==> src/design/x10rpd_pkg.sv <==
// Shared widths, register indexes, reset values and payload types of the X10 pulse decoder.
package x10rpd_pkg;

    localparam int unsigned DUR_W  = 16;
    localparam int unsigned PCT_W  = 7;
    localparam int unsigned CNT_W  = 7;
    localparam int unsigned DATA_W = 64;
    localparam int unsigned IDX_W  = 3;

    // Product of short unit and percent, and the reciprocal used to divide it by 100.
    localparam int unsigned PROD_W       = DUR_W + PCT_W;
    localparam int unsigned MAGIC_W      = 31;
    localparam int unsigned RECIP_W      = PROD_W + MAGIC_W;
    localparam logic [MAGIC_W-1:0] DIV100_MAGIC = 31'h51EB851F;
    localparam int unsigned DIV100_SHIFT = 37;

    // Configuration register indexes.
    localparam logic [IDX_W-1:0] REG_SHORT_UNIT  = 3'd0;
    localparam logic [IDX_W-1:0] REG_LONG_UNIT   = 3'd1;
    localparam logic [IDX_W-1:0] REG_FIXED_TOL   = 3'd2;
    localparam logic [IDX_W-1:0] REG_TOL_PERCENT = 3'd3;
    localparam logic [IDX_W-1:0] REG_BITS_WANTED = 3'd4;

    // Configuration reset values.
    localparam logic [DUR_W-1:0] RST_SHORT_UNIT  = 16'd600;
    localparam logic [DUR_W-1:0] RST_LONG_UNIT   = 16'd1800;
    localparam logic [DUR_W-1:0] RST_FIXED_TOL   = 16'd0;
    localparam logic [PCT_W-1:0] RST_TOL_PERCENT = 7'd25;
    localparam logic [CNT_W-1:0] RST_BITS_WANTED = 7'd32;

    typedef struct packed {
        logic             capture_start;
        logic [DUR_W-1:0] high_time;
        logic [DUR_W-1:0] low_time;
        logic             capture_end;
    } t_pulse;

    typedef struct packed {
        logic              outcome;
        logic [DATA_W-1:0] frame_bits;
        logic [CNT_W-1:0]  bit_total;
        logic [3:0]        house_code;
        logic [7:0]        button_code;
    } t_frame;

    typedef struct packed {
        logic [IDX_W-1:0] reg_index;
        logic [DUR_W-1:0] value;
    } t_cfg_wr;

    // Tolerance and its scaled copies, with a flag while they are being recomputed.
    typedef struct packed {
        logic             busy;
        logic [DUR_W-1:0] tol;
        logic [DUR_W:0]   tol2;
        logic [DUR_W+2:0] tol5;
        logic [DUR_W+2:0] tol7;
    } t_tol;

endpackage

==> src/design/x10rpd_chan_if.sv <==
// Valid/ready channel interface carrying one payload of a given type.
interface x10rpd_chan_if #(
    parameter type T = logic
);
    logic valid;
    logic ready;
    T     data;

    modport source (output valid, output data, input ready);
    modport sink (input valid, input data, output ready);
endinterface

==> src/design/x10_rf_pulse_decoder.sv <==
// Top level of the X10 radio pulse decoder: preamble search, bit decoding and frame check.
//
//  Channel   Dir  Payload                                        Request accepted when
//  i_pulse   in   capture_start, high_time, low_time, capture_end  valid && ready
//  o_frame   out  outcome, frame_bits, bit_total, house_code,      valid && ready
//                 button_code
//  i_cfg     in   reg_index, value (register write)                valid && ready
//
// Each pulse request passes through an input register and then the decode stage, which writes
// the result register; a request is taken every cycle while the sink is ready and no
// tolerance recompute runs. A configuration write, and reset, start a tolerance recompute
// (multiply, divide by 100 through a reciprocal multiply, then scaling) with i_pulse.ready low.
// A result held by the sink stalls the decode stage; one more request can still fill the
// input register. Synchronous active-low reset restores the defaults and the preamble search.
module x10_rf_pulse_decoder (
    input  logic                  i_clk,
    input  logic                  i_rst_n,
    x10rpd_chan_if.sink           i_pulse,
    x10rpd_chan_if.source         o_frame,
    x10rpd_chan_if.sink           i_cfg
);

    // Decoder phase codes.
    localparam logic [1:0] PH_SEEK = 2'd0;
    localparam logic [1:0] PH_DATA = 2'd1;
    localparam logic [1:0] PH_DONE = 2'd2;

    localparam int unsigned DW  = x10rpd_pkg::DUR_W;
    localparam int unsigned CW  = x10rpd_pkg::CNT_W;
    localparam int unsigned DAW = x10rpd_pkg::DATA_W;

    // Configuration registers.
    logic [DW-1:0]                  r_short_unit;
    logic [DW-1:0]                  r_long_unit;
    logic [DW-1:0]                  r_fixed_tol;
    logic [x10rpd_pkg::PCT_W-1:0]   r_tol_percent;
    logic [CW-1:0]                  r_bits_wanted;
    logic                           w_cfg_fire;

    x10rpd_pkg::t_tol               w_tol;

    // Pipeline and decoder state.
    logic                           r_s1_valid;
    x10rpd_pkg::t_pulse             r_s1;
    logic [1:0]                     r_phase;
    logic [CW-1:0]                  r_cnt;
    logic [DAW-1:0]                 r_data;
    logic                           r_out_valid;
    x10rpd_pkg::t_frame             r_out;

    logic                           w_adv;
    logic                           w_s2_fire;
    logic                           w_in_fire;

    // Pulse classification.
    logic [DW+3:0]                  w_hi20;
    logic [DW+3:0]                  w_short16;
    logic [DW+3:0]                  w_pre_hi_diff;
    logic [DW+2:0]                  w_lo19;
    logic [DW+2:0]                  w_short8;
    logic [DW+2:0]                  w_pre_lo_diff;
    logic [DW-1:0]                  w_hi_diff;
    logic [DW-1:0]                  w_lo_short_diff;
    logic [DW-1:0]                  w_lo_long_diff;
    logic                           w_pre_match;
    logic                           w_hi_ok;
    logic                           w_lo_zero;
    logic                           w_lo_one;

    // Next state.
    logic [1:0]                     n_phase;
    logic [CW-1:0]                  n_cnt;
    logic [DAW-1:0]                 n_data;
    logic                           n_emit;
    x10rpd_pkg::t_frame             n_frame;

    // ------------------------------------------------------------------
    // Configuration port. Writes are always taken; unknown indexes are dropped.
    // ------------------------------------------------------------------
    assign i_cfg.ready = 1'b1;
    assign w_cfg_fire  = i_cfg.valid;

    always_ff @(posedge i_clk) begin
        if (!i_rst_n) begin
            r_short_unit  <= x10rpd_pkg::RST_SHORT_UNIT;
            r_long_unit   <= x10rpd_pkg::RST_LONG_UNIT;
            r_fixed_tol   <= x10rpd_pkg::RST_FIXED_TOL;
            r_tol_percent <= x10rpd_pkg::RST_TOL_PERCENT;
            r_bits_wanted <= x10rpd_pkg::RST_BITS_WANTED;
        end else if (w_cfg_fire) begin
            case (i_cfg.data.reg_index)
                x10rpd_pkg::REG_SHORT_UNIT:  r_short_unit  <= i_cfg.data.value;
                x10rpd_pkg::REG_LONG_UNIT:   r_long_unit   <= i_cfg.data.value;
                x10rpd_pkg::REG_FIXED_TOL:   r_fixed_tol   <= i_cfg.data.value;
                x10rpd_pkg::REG_TOL_PERCENT: begin
                    r_tol_percent <= i_cfg.data.value[x10rpd_pkg::PCT_W-1:0];
                end
                x10rpd_pkg::REG_BITS_WANTED: begin
                    r_bits_wanted <= i_cfg.data.value[CW-1:0];
                end
                default: ;
            endcase
        end
    end

    // The tolerance is derived state; it is rebuilt whenever a register is written.
    x10rpd_tol u_tol (
        .i_clk         (i_clk),
        .i_rst_n       (i_rst_n),
        .i_recalc      (w_cfg_fire),
        .i_short_unit  (r_short_unit),
        .i_tol_percent (r_tol_percent),
        .i_fixed_tol   (r_fixed_tol),
        .o_tol         (w_tol)
    );

    // ------------------------------------------------------------------
    // Flow control. The decode stage moves when the result register is free
    // or being emptied; unless the tolerance is being rebuilt, the input register
    // refills when it is empty or the decode stage takes its request.
    // ------------------------------------------------------------------
    assign w_adv         = !r_out_valid || o_frame.ready;
    assign w_s2_fire     = r_s1_valid && w_adv;
    assign i_pulse.ready = !w_tol.busy && (!r_s1_valid || w_adv);
    assign w_in_fire     = i_pulse.valid && i_pulse.ready;

    always_ff @(posedge i_clk) begin
        if (!i_rst_n) begin
            r_s1_valid <= 1'b0;
        end else if (w_in_fire) begin
            r_s1_valid <= 1'b1;
        end else if (w_s2_fire) begin
            r_s1_valid <= 1'b0;
        end
    end

    always_ff @(posedge i_clk) begin
        if (w_in_fire) begin
            r_s1 <= i_pulse.data;
        end
    end

    // ------------------------------------------------------------------
    // Pulse classification against the configured units. All compares use
    // the absolute difference, in widths wide enough that nothing wraps.
    // ------------------------------------------------------------------
    assign w_hi20        = (DW+4)'(r_s1.high_time);
    assign w_short16     = {r_short_unit, 4'b0000};
    assign w_pre_hi_diff = (w_hi20 > w_short16) ? (w_hi20 - w_short16) : (w_short16 - w_hi20);
    assign w_lo19        = (DW+3)'(r_s1.low_time);
    assign w_short8      = {r_short_unit, 3'b000};
    assign w_pre_lo_diff = (w_lo19 > w_short8) ? (w_lo19 - w_short8) : (w_short8 - w_lo19);

    // Preamble: high near 16 short units, low near 8 short units.
    assign w_pre_match = (w_pre_hi_diff < (DW+4)'(w_tol.tol7))
                      && (w_pre_lo_diff < w_tol.tol5);

    assign w_hi_diff = (r_s1.high_time > r_short_unit) ? (r_s1.high_time - r_short_unit)
                                                       : (r_short_unit - r_s1.high_time);
    assign w_lo_short_diff = (r_s1.low_time > r_short_unit) ? (r_s1.low_time - r_short_unit)
                                                            : (r_short_unit - r_s1.low_time);
    assign w_lo_long_diff = (r_s1.low_time > r_long_unit) ? (r_s1.low_time - r_long_unit)
                                                          : (r_long_unit - r_s1.low_time);

    assign w_hi_ok   = (w_hi_diff < w_tol.tol);
    assign w_lo_zero = (w_lo_short_diff < w_tol.tol);
    assign w_lo_one  = ((DW+1)'(w_lo_long_diff) < w_tol.tol2);

    // ------------------------------------------------------------------
    // Decode step. A capture start clears the decoder before the pair is
    // looked at; capture end is considered after the pair.
    // ------------------------------------------------------------------
    always_comb begin
        logic [1:0]     v_phase;
        logic [CW-1:0]  v_cnt;
        logic [DAW-1:0] v_data;
        logic           v_fin;
        logic           v_ok;

        v_phase = r_s1.capture_start ? PH_SEEK : r_phase;
        v_cnt   = r_s1.capture_start ? '0 : r_cnt;
        v_data  = r_s1.capture_start ? '0 : r_data;
        v_fin   = 1'b0;

        n_phase = v_phase;
        n_cnt   = v_cnt;
        n_data  = v_data;

        case (v_phase)
            PH_SEEK: begin
                if (w_pre_match) begin
                    n_phase = PH_DATA;
                    if (v_cnt >= r_bits_wanted) begin
                        v_fin = 1'b1;
                    end
                end
            end
            PH_DATA: begin
                if (!w_hi_ok) begin
                    v_fin = 1'b1;
                end else if (w_lo_zero || w_lo_one) begin
                    // A short low wins over a long one when both match.
                    n_data = {v_data[DAW-2:0], !w_lo_zero};
                    n_cnt  = v_cnt + CW'(1);
                    if (n_cnt >= r_bits_wanted) begin
                        v_fin = 1'b1;
                    end
                end else begin
                    v_fin = 1'b1;
                end
            end
            default: ;
        endcase

        if (!v_fin && r_s1.capture_end && (n_phase == PH_SEEK || n_phase == PH_DATA)) begin
            v_fin = 1'b1;
        end

        if (v_fin) begin
            n_phase = PH_DONE;
        end

        // Frame check: enough bits and both byte pairs complementary.
        v_ok = (n_cnt >= r_bits_wanted)
            && ((n_data[31:24] ^ n_data[23:16]) == 8'hFF)
            && ((n_data[15:8] ^ n_data[7:0]) == 8'hFF);

        n_emit              = v_fin;
        n_frame.outcome     = !v_ok;
        n_frame.frame_bits  = n_data;
        n_frame.bit_total   = n_cnt;
        n_frame.house_code  = v_ok ? n_data[31:28] : 4'h0;
        n_frame.button_code = v_ok ? {n_data[15:11], n_data[26:24]} : 8'h00;
    end

    always_ff @(posedge i_clk) begin
        if (!i_rst_n) begin
            r_phase <= PH_SEEK;
            r_cnt   <= '0;
            r_data  <= '0;
        end else if (w_s2_fire) begin
            r_phase <= n_phase;
            r_cnt   <= n_cnt;
            r_data  <= n_data;
        end
    end

    // ------------------------------------------------------------------
    // Result register.
    // ------------------------------------------------------------------
    always_ff @(posedge i_clk) begin
        if (!i_rst_n) begin
            r_out_valid <= 1'b0;
        end else if (w_s2_fire) begin
            r_out_valid <= n_emit;
        end else if (o_frame.ready) begin
            r_out_valid <= 1'b0;
        end
    end

    always_ff @(posedge i_clk) begin
        if (w_s2_fire && n_emit) begin
            r_out <= n_frame;
        end
    end

    assign o_frame.valid = r_out_valid;
    assign o_frame.data  = r_out;

    // ------------------------------------------------------------------
    // Assertions.
    // ------------------------------------------------------------------

    // Every result closes the capture: the decoder must then sit in the finished phase.
    a_result_finishes: assert property (@(posedge i_clk) disable iff (!i_rst_n)
        (w_s2_fire && n_emit) |=> (r_phase == PH_DONE))
        else $error("result emitted without finishing the capture");

    // A successful frame always carries at least the wanted number of bits.
    a_success_count: assert property (@(posedge i_clk) disable iff (!i_rst_n)
        (o_frame.valid && !o_frame.data.outcome) |-> (o_frame.data.bit_total >= r_bits_wanted))
        else $error("successful frame with too few bits");

    // A failed frame reports neither a house code nor a button code.
    a_fail_codes: assert property (@(posedge i_clk) disable iff (!i_rst_n)
        (o_frame.valid && o_frame.data.outcome)
            |-> (o_frame.data.house_code == 4'h0 && o_frame.data.button_code == 8'h00))
        else $error("failed frame carries codes");

    // Requests are held off while the tolerance is rebuilt after reset.
    a_reset_holdoff: assert property (@(posedge i_clk)
        !i_rst_n |=> !i_pulse.ready)
        else $error("pulse accepted before tolerance is ready");

endmodule

==> src/design/x10rpd_tol.sv <==
// Tolerance unit: recomputes the match tolerance and its multiples after a configuration change.
module x10rpd_tol (
    input  logic                          i_clk,
    input  logic                          i_rst_n,
    input  logic                          i_recalc,
    input  logic [x10rpd_pkg::DUR_W-1:0]  i_short_unit,
    input  logic [x10rpd_pkg::PCT_W-1:0]  i_tol_percent,
    input  logic [x10rpd_pkg::DUR_W-1:0]  i_fixed_tol,
    output x10rpd_pkg::t_tol              o_tol
);

    logic [x10rpd_pkg::PROD_W-1:0]  r_prod;
    logic [x10rpd_pkg::RECIP_W-1:0] w_recip;
    logic [x10rpd_pkg::DUR_W-1:0]   w_quot;
    logic [x10rpd_pkg::DUR_W-1:0]   r_tol_b;
    logic [x10rpd_pkg::DUR_W-1:0]   r_tol;
    logic [x10rpd_pkg::DUR_W:0]     r_tol2;
    logic [x10rpd_pkg::DUR_W+2:0]   r_tol5;
    logic [x10rpd_pkg::DUR_W+2:0]   r_tol7;
    logic [1:0]                     r_busy;

    // Divide by 100 as a multiply by a reciprocal; the quotient is truncated to 16 bits.
    assign w_recip = x10rpd_pkg::RECIP_W'(r_prod)
                   * x10rpd_pkg::RECIP_W'(x10rpd_pkg::DIV100_MAGIC);
    assign w_quot  = w_recip[x10rpd_pkg::DIV100_SHIFT +: x10rpd_pkg::DUR_W];

    always_ff @(posedge i_clk) begin
        r_prod  <= x10rpd_pkg::PROD_W'(i_short_unit) * x10rpd_pkg::PROD_W'(i_tol_percent);
        r_tol_b <= (i_fixed_tol != '0) ? i_fixed_tol : w_quot;
        r_tol   <= r_tol_b;
        r_tol2  <= {r_tol_b, 1'b0};
        r_tol5  <= (x10rpd_pkg::DUR_W+3)'({r_tol_b, 2'b00})
                 + (x10rpd_pkg::DUR_W+3)'(r_tol_b);
        r_tol7  <= {r_tol_b, 3'b000} - (x10rpd_pkg::DUR_W+3)'(r_tol_b);
    end

    // Three register stages lie between the short unit and percentage and the outputs.
    always_ff @(posedge i_clk) begin
        if (!i_rst_n || i_recalc) begin
            r_busy <= 2'd3;
        end else if (r_busy != 2'd0) begin
            r_busy <= r_busy - 2'd1;
        end
    end

    assign o_tol.busy = (r_busy != 2'd0);
    assign o_tol.tol  = r_tol;
    assign o_tol.tol2 = r_tol2;
    assign o_tol.tol5 = r_tol5;
    assign o_tol.tol7 = r_tol7;

endmodule

==> src/flat_wrapper.sv <==
// flat-port wrapper written by rule: the top's interface ports become plain ports
module x10_rf_pulse_decoder_flat import x10rpd_pkg::*;
  (i_clk, i_rst_n, i_pulse_valid, i_pulse_data, i_pulse_ready, o_frame_valid, o_frame_data, o_frame_ready, i_cfg_valid, i_cfg_data, i_cfg_ready);
  x10rpd_chan_if #(.T(t_pulse)) i_pulse_i ();
  x10rpd_chan_if #(.T(t_frame)) o_frame_i ();
  x10rpd_chan_if #(.T(t_cfg_wr)) i_cfg_i ();
  input  logic i_clk;
  input  logic i_rst_n;
  input wire logic [$bits(i_pulse_i.valid)-1:0] i_pulse_valid;
  input wire logic [$bits(i_pulse_i.data)-1:0] i_pulse_data;
  output wire logic [$bits(i_pulse_i.ready)-1:0] i_pulse_ready;
  output wire logic [$bits(o_frame_i.valid)-1:0] o_frame_valid;
  output wire logic [$bits(o_frame_i.data)-1:0] o_frame_data;
  input wire logic [$bits(o_frame_i.ready)-1:0] o_frame_ready;
  input wire logic [$bits(i_cfg_i.valid)-1:0] i_cfg_valid;
  input wire logic [$bits(i_cfg_i.data)-1:0] i_cfg_data;
  output wire logic [$bits(i_cfg_i.ready)-1:0] i_cfg_ready;
  assign i_pulse_i.valid = i_pulse_valid;
  assign i_pulse_i.data = i_pulse_data;
  assign i_pulse_ready = i_pulse_i.ready;
  assign o_frame_valid = o_frame_i.valid;
  assign o_frame_data = o_frame_i.data;
  assign o_frame_i.ready = o_frame_ready;
  assign i_cfg_i.valid = i_cfg_valid;
  assign i_cfg_i.data = i_cfg_data;
  assign i_cfg_ready = i_cfg_i.ready;
  x10_rf_pulse_decoder u_core (.i_clk(i_clk), .i_rst_n(i_rst_n), .i_pulse(i_pulse_i), .o_frame(o_frame_i), .i_cfg(i_cfg_i));
endmodule
==> config.mk <==
export PLATFORM = sky130hd
export DESIGN_NAME = x10_rf_pulse_decoder_flat
export DESIGN_NICKNAME = d
export VERILOG_FILES = /design/src/design/x10rpd_pkg.sv /design/src/design/x10rpd_chan_if.sv /design/src/design/x10_rf_pulse_decoder.sv /design/src/design/x10rpd_tol.sv /design/src/flat_wrapper.sv
export SDC_FILE = /design/constraint.sdc
export NUM_CORES = 2
export LEC_CHECK = 0
export BUFFER_PORTS_ARGS = -buffer_cell sky130_fd_sc_hd__buf_4
export CORE_MARGIN = 3
export CORE_UTILIZATION = 45
export CTS_BUF_LIST = sky130_fd_sc_hd__clkbuf_2
export DETAILED_ROUTE_END_ITERATION = 12
export GPL_TIMING_DRIVEN = 0
export PLACE_DENSITY = 0.72
export SLEW_MARGIN = 20
export SYNTH_ARGS = -nofsm -noshare
export SYNTH_HDL_FRONTEND = slang
export SYNTH_SLANG_ARGS = --single-unit
==> constraint.sdc <==
create_clock -name i_clk -period 23.5 [get_ports i_clk]
set_input_delay 4.7 -clock i_clk [delete_from_list [all_inputs] [get_ports i_clk]]
set_output_delay 4.7 -clock i_clk [all_outputs]
set_load 0.01 [all_outputs]
==> impl_metrics.yaml <==
outcome:
  status: "complete, no violations"
floorplan:
  row_count: 103
  io_pins: 145
  core_um2: 79770
  die_height_um: 291.2
  die_w_um: 291.2
  start_util_pct: 45.89
  die_area_um2: 84810
clock_network:
  cts-buffers-inserted: 87
  cts.path.max_buffers: 3
  cts_repair_resize_count: 0
  clock_sinks: 347
  cts_tree: "built"
  cts_setup_buffers: 0
  cts_hold_buf: 0
  clockRootBuffer: "clkbuf_2"
  clk_latency_ps: 1180
  htreeDepth: 3
  path_clk_slew_ps: 100
yosys:
  netlist_top_cells_area: "ha_1 (19%), fa_1 (18%), dfxtp_1 (13%), edfxtp_1 (9.7%), inv_1 (6.8%)"
  ys.flop_type: "dfxtp_1"
  mappedNetlistArea_um2: 36610
  syn_avg_cell_area_um2: 9.292
  synthDistinctLibCells: 91
  yosysWarnings: 0
  syn-num-nets: 4889
  synth_top_area_share_pct: 19.48
  yosysTopAreaCell: "ha_1"
  yosysMostFrequentCell: "inv_1"
  synth_seq_cells: 347
  synth_commonest_cells: "inv_1 (660), ha_1 (570), nand2_1 (419), fa_1 (321), dfxtp_1 (229)"
  synth.yosys.seq_area_share_pct: 22.20
  syn_inst: 3940
  synth_edf_count: 118
  synthArstFlopShare_pct: 0
sta:
  fmax_mhz: 97.71
  grt_setup_unrepaired: "false"
  finalSetupViolCount: 0
  worst_pin_slew_ps: 1068
  clock_skew_ps: 124.1
  period_minus_slack_ps: 10230
  hold_viol: 0
  fin_crit_sh_pct: 43.55
  slew_viol_final: 0
  maxSlewHeadroom_pct: 28.35
  final.setup.tns_ps: 0
cells_and_area:
  drive_gt1_share_pct: 9.414
  syn_to_final_growth_pct: 9.053
  fin_area_um2: 39920
  nNetsFinal: 5130
  final_util_pct: 50.05
critical_path:
  slowest_stage: "nor2b_1"
  crit_chain: "buf_4 > nor2b_1 > a21boi_0 > buf_4"
  path_common_cell: "buf_4"
  max_stage_delay_ps: 290
  critical_path_class: "input pin to output pin"
  cp_max_fo: 5
  path_delay_family: "buffers and inverters"
  end_kind: "output pin"
  crit_buf_inv: 2
  crit_required_ps: 18800
  startpoint_type: "input pin"
  cp_data_arrival_time_ps: 5530
detailed_routing:
  ant_nets: 0
  wl_per_cell_um: 19.02
  vias: 28520
  drc: 0
  drt_iter0_drc: 2044
  vias_per_cell: 5.378
  drt_first_pass_iters: 8
  routed_wl_um: 100800
min_path:
  hold_path_class: "flop to flop"
grt:
  gr-usage-all-layers_pct: 23.84
  grt_pass1_vias: 28910
  grt_max_degree: 29
  antenna_found_initial: 3
  grt_overflow_total: 0
  grt_pass1_wl_um: 160000
place:
  placed_area_um2: 39090
  post-dp-hpwl_um: 82660
  port_buffers: 142
  place_congestion: 0.9897
flow_run:
  maxCapViolCount: 0
==> kinds of logic after synthesis <==
family          Yosys count  synth area share [%]
compound gates          719                 13.16
fa+ha+maj               891                 37.03
buf+inv                 789                 8.387
flops                   347                 22.20
xor+xnor                161                 3.872
simple gates            899                 11.62
mux                     133                 3.722
other cells               1               0.01024
==> registers in the layout, summed over array words and instances (netlist names), 14 cells and up <==
signal	flops
u_core.o_frame.data	84
u_core.r_data	64
u_core.r_s1	34
u_core.u_tol.r_prod	23
u_core.u_tol.r_tol7	19
u_core.u_tol.r_tol5	18
u_core.r_fixed_tol	16
u_core.r_long_unit	16
u_core.r_short_unit	16
u_core.u_tol.r_tol_b	16
u_core.u_tol.r_tol2	14
==> routing by layer <==
| metal | routed length (um) | global-route usage [%] |
|---|---|---|
| met3 | 7146 | 4.410 |
| met2 | 45430 | 38.28 |
| met4 | 4024 | 9.358 |
| met5 | 13 | 0 |
| met1 | 44220 | 31.86 |
==> cells in the final DEF (no fill, tap or decap), drive strengths merged, types with 10 or more instances in the layout <==
cell and n:
edfxtp 118, o21ai 113, nand2 420, a21oi 164, nor4 16, a21boi 135, or3 14, nor2b 39
o31ai 10, ha 570, dfxtp 229, o21a 25, mux2 22, and3 11, a21o 106, nand4 32
nor2 166, and2 50, a211oi 16, a31oi 20, clkinv 36, nand3 41, or2 13, a221oi 10
fa 321, mux2i 111, xor2 53, inv 663, o211ai 20, nor3 44, xnor2 108, clkbuf 213
buf 183, o21bai 22, nand2b 23
==> per-stage QoR <==
| stage | instances | setup WS (ps) | hold slack (ps) |
|---|---|---|---|
| 2_1_floorplan | 3940 | 11850 | 378.5 |
| 3_3_place_gp | 5132 | 7447 | 440.9 |
| 3_5_place_dp | 5142 | 13280 | 443.0 |
| 4_1_cts | 5299 | 13270 | 373.4 |
| 5_1_grt | 5302 | 13190 | 410.1 |
| 6_report | 5302 | 13270 | 390.9 |
==> final cells by class <==
class | instances | area [um^2]
Fill cell | 7354 | 39850
Buffer | 128 | 589.3
Inverter | 661 | 2481
Clock inverter | 41 | 247.7
Sequential cell | 347 | 8128
Multi-Input combinational cell | 2804 | 25420
Timing Repair Buffer | 152 | 1157
Antenna cell | 3 | 7.507
Tap cell | 1050 | 1314
Clock buffer | 116 | 580.6
==> final timing paths <==
kind	startpoint	cells past startpoint	slack, ps	end
max	o_frame_ready	4	13270	i_pulse_ready
min	u_core.u_tol.r_tol_b[13]	0	390	u_core.u_tol.r_tol2[14]
max reg2reg	u_core.r_short_unit[1]	37	13880	u_core.o_frame.data[3]
min reg2reg	u_core.u_tol.r_tol_b[13]	0	390	u_core.u_tol.r_tol2[14]
Power is left out: the tool's default activity adds up to more than one toggle a clock period on the data nets, which glitch-free logic cannot reach.
